**src/design/npu_pkg.sv**
```systemverilog
// Shared types and constants for the nibble pixel unpacker.
// Used by npu_pixbuf and nibble_pixel_unpacker; no dependencies.
package npu_pkg;

    localparam int MAX_PIX = 3;
    localparam int CNT_W   = $clog2(MAX_PIX + 1);

    typedef logic [CNT_W-1:0] t_cnt;

    typedef struct packed {
        logic       bitmap_last;
        logic       run_last;
        logic [7:0] index;
    } t_pix;

    localparam int CFG_IDX_W = 3;
    typedef logic [CFG_IDX_W-1:0] t_cfg_idx;

    localparam t_cfg_idx CFG_ROW_WIDTH    = 3'd0;
    localparam t_cfg_idx CFG_ROW_COUNT    = 3'd1;
    localparam t_cfg_idx CFG_PALETTE_BASE = 3'd2;
    localparam t_cfg_idx CFG_TRANSPARENT  = 3'd3;
    localparam t_cfg_idx CFG_PAD_ENABLE   = 3'd4;
    localparam t_cfg_idx CFG_BLANK_LAST   = 3'd5;

    localparam int         PAD_COLS    = 4;
    localparam logic [7:0] ZERO_TRANSP = 8'hFF;
    localparam logic [7:0] ZERO_OPAQUE = 8'h00;

endpackage

```
**src/design/npu_pixbuf.sv**
```systemverilog
// Result buffer: holds up to three pixels from one byte and hands them out
// one per cycle while i_pop is high. Depends on npu_pkg.
module npu_pixbuf (
    input  logic                                i_clk,
    input  logic                                i_rst_n,
    input  logic                                i_load,
    input  npu_pkg::t_pix [npu_pkg::MAX_PIX-1:0] i_pix,
    input  npu_pkg::t_cnt                       i_cnt,
    input  logic                                i_pop,
    output npu_pkg::t_pix                       o_head,
    output logic                                o_valid,
    output npu_pkg::t_cnt                       o_cnt
);

    npu_pkg::t_pix [npu_pkg::MAX_PIX-1:0] r_slot;
    npu_pkg::t_cnt                        r_cnt;

    always_ff @(posedge i_clk) begin
        if (!i_rst_n) begin
            r_cnt <= '0;
        end else if (i_load) begin
            r_cnt <= i_cnt;
        end else if (i_pop) begin
            r_cnt <= r_cnt - 1'b1;
        end
    end

    always_ff @(posedge i_clk) begin
        if (i_load) begin
            r_slot <= i_pix;
        end else if (i_pop) begin
            for (int k = 0; k < npu_pkg::MAX_PIX - 1; k++) begin
                r_slot[k] <= r_slot[k+1];
            end
        end
    end

    assign o_head  = r_slot[0];
    assign o_valid = (r_cnt != '0);
    assign o_cnt   = r_cnt;

endmodule

```
**src/design/nibble_pixel_unpacker.sv**
```systemverilog
// Top level of the nibble pixel unpacker: config registers, byte input
// register, column/row tracking and pixel expansion.
// Depends on npu_pkg and npu_pixbuf.
//
// Usage:
//   Config channel (i_cfg_valid/o_cfg_ready, i_cfg_index, i_cfg_data) writes
//   one register per request; a write to a known index also rewinds the
//   bitmap position to row 0, column 0. Write only while the block is idle.
//   The slave stream takes packed bytes (high nibble = even column); the
//   master stream gives one 8-bit palette index per request, with tlast on
//   the last pixel of each byte and tuser on the final pixel of the bitmap.
//   A byte accepted into the input register moves on to the pixel buffer,
//   whose head drives the master stream. Throughput: the master side moves
//   one pixel per cycle while m_axis_tready is high; a byte yields two
//   pixels normally, one or three at row edges, or none.
//   The input register takes the next byte while pixels still drain.
//   Reset restores the default registers and the start position.
//   When the receiver stalls, the pixel buffer holds, then the input
//   register fills and s_axis_tready drops. Bytes after the end of the
//   bitmap are consumed and yield nothing.
module nibble_pixel_unpacker #(
    parameter  int DIM_BITS = 10,
    localparam int CFG_W    = (DIM_BITS > 8) ? DIM_BITS : 8
) (
    input  logic                      i_clk,
    input  logic                      i_rst_n,
    input  logic                      i_cfg_valid,
    output logic                      o_cfg_ready,
    input  npu_pkg::t_cfg_idx         i_cfg_index,
    input  logic [CFG_W-1:0]          i_cfg_data,
    input  logic                      s_axis_tvalid,
    output logic                      s_axis_tready,
    input  logic [7:0]                s_axis_tdata,   // [7:0] packed_byte
    output logic                      m_axis_tvalid,
    input  logic                      m_axis_tready,
    output logic [7:0]                m_axis_tdata,   // [7:0] pixel_index
    output logic                      m_axis_tlast,   // run_last
    output logic                      m_axis_tuser    // [0] bitmap_last
);

    localparam int COL_W = DIM_BITS + 1;

    logic [DIM_BITS-1:0] r_row_width;
    logic [DIM_BITS-1:0] r_row_count;
    logic [7:0]          r_base;
    logic                r_transp;
    logic                r_pad;
    logic                r_blank;

    logic [COL_W-1:0]    r_col;
    logic [DIM_BITS-1:0] r_row;
    logic                r_fin;

    logic                r_byte_vld;
    logic [7:0]          r_byte;

    logic [COL_W-1:0]    n_col;
    logic [DIM_BITS-1:0] n_row;
    logic                n_fin;
    npu_pkg::t_pix [npu_pkg::MAX_PIX-1:0] n_pix;
    npu_pkg::t_cnt       n_cnt;

    logic [COL_W-1:0]    w_vis;
    logic [COL_W-1:0]    w_total;
    logic [7:0]          w_zero;
    logic                w_act;
    logic                w_odd;
    logic [3:0]          w_nib;
    logic                w_cfg_we;
    logic                w_cfg_known;
    logic                w_load;
    logic                w_pop;
    npu_pkg::t_pix       w_head;
    npu_pkg::t_cnt       w_cnt;

    assign o_cfg_ready = 1'b1;
    assign w_cfg_we    = i_cfg_valid && o_cfg_ready;

    always_comb begin
        unique case (i_cfg_index)
            npu_pkg::CFG_ROW_WIDTH,
            npu_pkg::CFG_ROW_COUNT,
            npu_pkg::CFG_PALETTE_BASE,
            npu_pkg::CFG_TRANSPARENT,
            npu_pkg::CFG_PAD_ENABLE,
            npu_pkg::CFG_BLANK_LAST: w_cfg_known = 1'b1;
            default:                 w_cfg_known = 1'b0;
        endcase
    end

    always_ff @(posedge i_clk) begin
        if (!i_rst_n) begin
            r_row_width <= DIM_BITS'(8);
            r_row_count <= DIM_BITS'(8);
            r_base      <= '0;
            r_transp    <= 1'b0;
            r_pad       <= 1'b0;
            r_blank     <= 1'b0;
        end else if (w_cfg_we) begin
            unique case (i_cfg_index)
                npu_pkg::CFG_ROW_WIDTH:    r_row_width <= i_cfg_data[DIM_BITS-1:0];
                npu_pkg::CFG_ROW_COUNT:    r_row_count <= i_cfg_data[DIM_BITS-1:0];
                npu_pkg::CFG_PALETTE_BASE: r_base      <= i_cfg_data[7:0];
                npu_pkg::CFG_TRANSPARENT:  r_transp    <= i_cfg_data[0];
                npu_pkg::CFG_PAD_ENABLE:   r_pad       <= i_cfg_data[0];
                npu_pkg::CFG_BLANK_LAST:   r_blank     <= i_cfg_data[0];
                default: ;
            endcase
        end
    end

    // row geometry; narrow rows count as two columns
    assign w_vis   = (r_row_width < DIM_BITS'(2)) ? COL_W'(2) : {1'b0, r_row_width};
    assign w_total = w_vis + (r_pad ? COL_W'(npu_pkg::PAD_COLS) : COL_W'(0));
    assign w_zero  = r_transp ? npu_pkg::ZERO_TRANSP : npu_pkg::ZERO_OPAQUE;

    // walk the columns covered by the pending byte; stops after an odd column or at the end of the bitmap
    always_comb begin
        n_col = r_col;
        n_row = r_row;
        n_fin = r_fin;
        n_cnt = '0;
        n_pix = '0;
        w_odd = 1'b0;
        w_nib = '0;
        w_act = !r_fin && (r_row_count != '0);
        for (int k = 0; k < npu_pkg::MAX_PIX; k++) begin
            if (w_act) begin
                w_odd = n_col[0];
                w_nib = w_odd ? r_byte[3:0] : r_byte[7:4];
                if (r_blank && (n_col == w_total - 1'b1)) begin
                    w_nib = '0;
                end
                if (!r_pad || (n_col < w_vis)) begin
                    n_pix[n_cnt].index       = (w_nib != '0) ? (r_base + {4'b0000, w_nib})
                                                             : w_zero;
                    n_pix[n_cnt].run_last    = 1'b0;
                    n_pix[n_cnt].bitmap_last =
                        (({1'b0, n_row} + 1'b1) == {1'b0, r_row_count}) &&
                        (n_col == w_vis - 1'b1);
                    n_cnt = n_cnt + 1'b1;
                end
                n_col = n_col + 1'b1;
                if (n_col >= w_total) begin
                    n_col = '0;
                    n_row = n_row + 1'b1;
                    if (n_row >= r_row_count) begin
                        n_fin = 1'b1;
                        w_act = 1'b0;
                    end
                end
                if (w_odd) begin
                    w_act = 1'b0;
                end
            end
        end
        if (n_cnt != '0) begin
            n_pix[n_cnt - 1'b1].run_last = 1'b1;
        end
    end

    assign w_pop  = m_axis_tvalid && m_axis_tready;
    assign w_load = r_byte_vld &&
                    ((w_cnt == '0) || ((w_cnt == npu_pkg::t_cnt'(1)) && w_pop));
    assign s_axis_tready = !r_byte_vld || w_load;

    always_ff @(posedge i_clk) begin
        if (!i_rst_n) begin
            r_byte_vld <= 1'b0;
        end else if (s_axis_tvalid && s_axis_tready) begin
            r_byte_vld <= 1'b1;
        end else if (w_load) begin
            r_byte_vld <= 1'b0;
        end
    end

    always_ff @(posedge i_clk) begin
        if (s_axis_tvalid && s_axis_tready) begin
            r_byte <= s_axis_tdata;
        end
    end

    always_ff @(posedge i_clk) begin
        if (!i_rst_n) begin
            r_col <= '0;
            r_row <= '0;
            r_fin <= 1'b0;
        end else if (w_cfg_we && w_cfg_known) begin
            r_col <= '0;
            r_row <= '0;
            r_fin <= 1'b0;
        end else if (w_load) begin
            r_col <= n_col;
            r_row <= n_row;
            r_fin <= n_fin;
        end
    end

    npu_pixbuf u_pixbuf (
        .i_clk   (i_clk),
        .i_rst_n (i_rst_n),
        .i_load  (w_load),
        .i_pix   (n_pix),
        .i_cnt   (n_cnt),
        .i_pop   (w_pop),
        .o_head  (w_head),
        .o_valid (m_axis_tvalid),
        .o_cnt   (w_cnt)
    );

    assign m_axis_tdata = w_head.index;
    assign m_axis_tlast = w_head.run_last;
    assign m_axis_tuser = w_head.bitmap_last;

`ifndef SYNTHESIS
    a_single_left_is_last: assert property (@(posedge i_clk) disable iff (!i_rst_n)
        (m_axis_tvalid && (w_cnt == npu_pkg::t_cnt'(1))) |-> m_axis_tlast)
        else $error("last buffered pixel lacks tlast");

    a_bitmap_end_is_last: assert property (@(posedge i_clk) disable iff (!i_rst_n)
        (m_axis_tvalid && m_axis_tuser) |-> m_axis_tlast)
        else $error("bitmap end pixel is not last of its byte");

    a_col_in_row: assert property (@(posedge i_clk) disable iff (!i_rst_n)
        r_col < w_total)
        else $error("column position beyond padded row");

    a_fin_rewound: assert property (@(posedge i_clk) disable iff (!i_rst_n)
        r_fin |-> (r_col == '0))
        else $error("finished with nonzero column");
`endif

endmodule
```
**config.mk**
```make
export PLATFORM = sky130hd
export DESIGN_NAME = nibble_pixel_unpacker
export DESIGN_NICKNAME = d
export VERILOG_FILES = /design/src/design/npu_pkg.sv /design/src/design/npu_pixbuf.sv /design/src/design/nibble_pixel_unpacker.sv
export SDC_FILE = /design/constraint.sdc
export NUM_CORES = 1
export LEC_CHECK = 0
export ABC_CLOCK_PERIOD_IN_PS = 18800
export BUFFER_PORTS_ARGS = -buffer_cell sky130_fd_sc_hd__buf_4
export CAP_MARGIN = 20
export CORE_MARGIN = 3
export CORE_UTILIZATION = 45
export DETAILED_ROUTE_END_ITERATION = 16
export GPL_TIMING_DRIVEN = 0
export SLEW_MARGIN = 30
export SYNTH_ARGS = -nofsm -noshare
export SYNTH_HDL_FRONTEND = slang
export SYNTH_SLANG_ARGS = --single-unit
```
**constraint.sdc**
```tcl
create_clock -name i_clk -period 18.8 [get_ports i_clk]
set_input_delay 0.94 -clock i_clk [delete_from_list [all_inputs] [get_ports i_clk]]
set_output_delay 0.94 -clock i_clk [all_outputs]
set_load 0.005 [all_outputs]
```
==> out/metrics.cfg <==
[synth]
yosys.area_share.xor_xnor=0.1548
yosys.area_share.simple=0.2237
ys_ff_latch=94
synth-compound-area-share=0.1872
synth_nets=1465
ys_seq_area_frac=0.2138
synthArstFlopShare=0
synth_area_per_cell_um2=7.980
synth_top_family_by_area=simple AND/OR/NAND/NOR gates
yosys_warnings=0
ys_types=86
synth-edff-count=38
syn_inst=1326
muxShareOfSynthArea=0.03228
synthAdderAreaFrac=0.1379
synthFlopType=dfxtp_1
syn_area_um2=10580

[critical_path]
reg2reg_to=u_pixbuf.o_head[1]
cp-start-kind=flop
cp_num_buf_inv=7
path_class=reg -> reg
path_common_cell=a21oi_1
regToRegStartpoint=r_row_width[3]
ff2ff_setup_slack_ns=6.16
worstPathArrival_ns=12.73
cpLargestDelayFamily=compound AO/OA/AOI/OAI gates
crit_required_ns=18.90
r2r_cells=46
slowest_stage=nor4_1
endpoint_kind=flop
path_max_fanout=10
slowest_delay_ns=0.83
crit_cells=46

[clocking]
ctsHoldBuffers=0
cts-root-buf=clkbuf_16
numCtsBuffers=9
cts_max_level=3
insertion_delay_ns=0.36
postCtsSetupRepairBufs=0
clkSinkCount=94
clk_pin_slew_ns=0.08
clockBufferDepth=2
ctsResizeCount=0
tritoncts=built

[place]
place_congestion=0.9713
post-dp-hpwl_um=26500
port_buffers=36
placed_cells=1676

[floorplan]
dieArea_um2=25390
io_pins=39
num_rows=55
die_height_um=159.3
start_util=0.4631
die_w_um=159.3
coreArea_um2=22850

[power_and_ir_drop]
p_clk_frac=0.171
p_per_area_nw_per_um2=95.32
pwr-share-comb=0.571
p_leak_nw=4.591
peakVddDrop_uv=63.51
power.total_mw=1.103
switching_share=0.4542
switchingPower_mw=0.5011
power_frac_seq=0.258
p_int_mw=0.6021

[finish]
syn_to_final_growth_pct=9.377
seq_area_um2=2262
nNetsFinal=1513
fillCellCount=2304
drive_gt1_frac=0.07832
multi_input_area_um2=7814
final_cells=1692
insertedDiodeCount=0

[timing]
max_slew_margin=0.3749
skew_ns=0.01237
slew_violations=0
rsz0062_at_grt=no
setup_violations=0
hold_viol_final=0
finalCritPeriodShare=0.6721
period_minus_slack_ns=12.64
setup-tns-final_ns=0
worst_pin_slew_ns=0.9357
fmax_ghz=0.07914

[min_path]
hold_end=r_row_count[8]
hp-class=reg -> reg
hp-start=r_row_count[8]
hold-path-cell-count=2

[drt]
drt-total-wl_um=32920
wl_per_cell_um=19.46
firstDrtPassIters=6
drc_errors=0
ant_nets=0
via_per_inst=5.652
via_count=9563
drt_iter0_markers=891

[global_route]
grt_pass1_vias=9094
overflow=0
antenna_found_initial=0
grt_use_total=0.2554
grt_pass1_wl_um=51490
grt_max_degree=21

[flow_run]
maxCapViolations=0

[run_status]
status=finished clean

registers in the layout, indices dropped and copies added, names as in the netlist:
name and flops:
r_fin 1, r_base 8, r_row 10, r_byte_vld 1, u_pixbuf.r_slot 20, u_pixbuf.o_head 10, r_pad 1, r_row_count 10
u_pixbuf.o_cnt 2, r_row_width 10, r_transp 1, r_blank 1, r_col 11, r_byte 8
layout by cell type (no fill, tap or decap), types with 36 or more instances in the layout:
cell type,instances
a21oi_1,69
buf_4,50
clkbuf_1,43
dfxtp_1,56
edfxtp_1,38
ha_1,110
inv_1,51
nand2_1,157
nand3_1,38
nor2_1,113
nor2b_1,36
o21ai_0,47
xnor2_1,107
xor2_1,73
power groups by stage:
stage	Combinational, mW	Clock [mW]	Sequential, mW
2_1_floorplan	0.439	0	0.283
3_3_place_gp	0.612	0	0.289
3_5_place_dp	0.621	0	0.289
4_1_cts	0.626	0.192	0.285
5_1_grt	0.698	0.199	0.289
6_report	0.630	0.189	0.285
how the worst max path moves through the flow:
stage          slack, ns            endpoint      startpoint
4_1_cts             6.42  u_pixbuf.o_head[1]  r_row_width[3]
6_report            6.16  u_pixbuf.o_head[1]  r_row_width[3]
5_1_grt             5.45  u_pixbuf.o_head[1]  r_row_width[3]
2_1_floorplan       9.11            r_row[3]  r_row_width[2]
3_5_place_dp        6.50  u_pixbuf.o_head[1]  r_row_width[3]
3_3_place_gp        6.57            r_row[4]  r_row_width[3]
worst register-to-register path, delay by kind of cell, from the launching register on:
family	cells	cell delay, ns
AOI/OAI and AO/OA	18	5.25
adders and majority gates	5	1.77
buffers and inverters	7	1.46
DFF	1	0.30
muxes	2	0.54
and+or+nand+nor	14	3.06
per-layer routing:
metal	GRT usage	routed length [um]
met3	0.02836	1952
met5	0	0
met4	0.08237	978
met1	0.3784	15900
met2	0.3874	14090
area by class of cell:
class,instances,share of cell area
repair buffers,37,0.02378
inverters,55,0.01784
clock inverters,7,0.006486
plain buffers,69,0.02800
clock buffers,9,0.01946
well taps,313,0.03384
multi-input cells,1108,0.6751
flip-flops and latches,94,0.1955
cell usage after synthesis, drive strengths merged, types with 21 or more instances:
cell	n	area [um^2]
xor2	73	639.4
mux2i	33	330.3
o21ai	54	281.5
nand2	157	589.3
nand3	40	210.2
nor2b	36	225.2
buf	25	157.6
edfxtp	38	1141
a211oi	22	170.2
xnor2	108	953.4
nor2	114	430.4
ha	110	1376
dfxtp	56	1121
o21a	22	165.2
a21o	21	157.7
inv	53	198.9
clkbuf	44	165.2
a21boi	24	180.2
a21oi	69	345.3
nor3	26	135.1
metrics by stage:
step / hold slack, ns / cell area, um^2 / worst slack (ns) / util
4_1_cts: 0.4891 / 11570 / 6.420 / 0.5064
6_report: 0.4850 / 11570 / 6.165 / 0.5066
3_3_place_gp: 0.4741 / 11240 / 6.570 / 0.4921
3_5_place_dp: 0.4786 / 11270 / 6.498 / 0.4932
5_1_grt: 0.5134 / 11570 / 5.450 / 0.5066
2_1_floorplan: 0.4562 / 10580 / 9.109 / -
cell families (layout without fill, tap and decap cells):
family                   count (synthesis)  count (layout)
AND/OR/NAND/NOR                        485             485
adder cells (fa/ha/maj)                115             115
AO/OA/AOI/OAI                          290             290
buffers and inverters                  124             177
XOR/XNOR                               183             183
multiplexers                            34              34
flip-flops                              94              94
other                                    1               1
No activity file was read; power rests on OpenSTA's default activity.
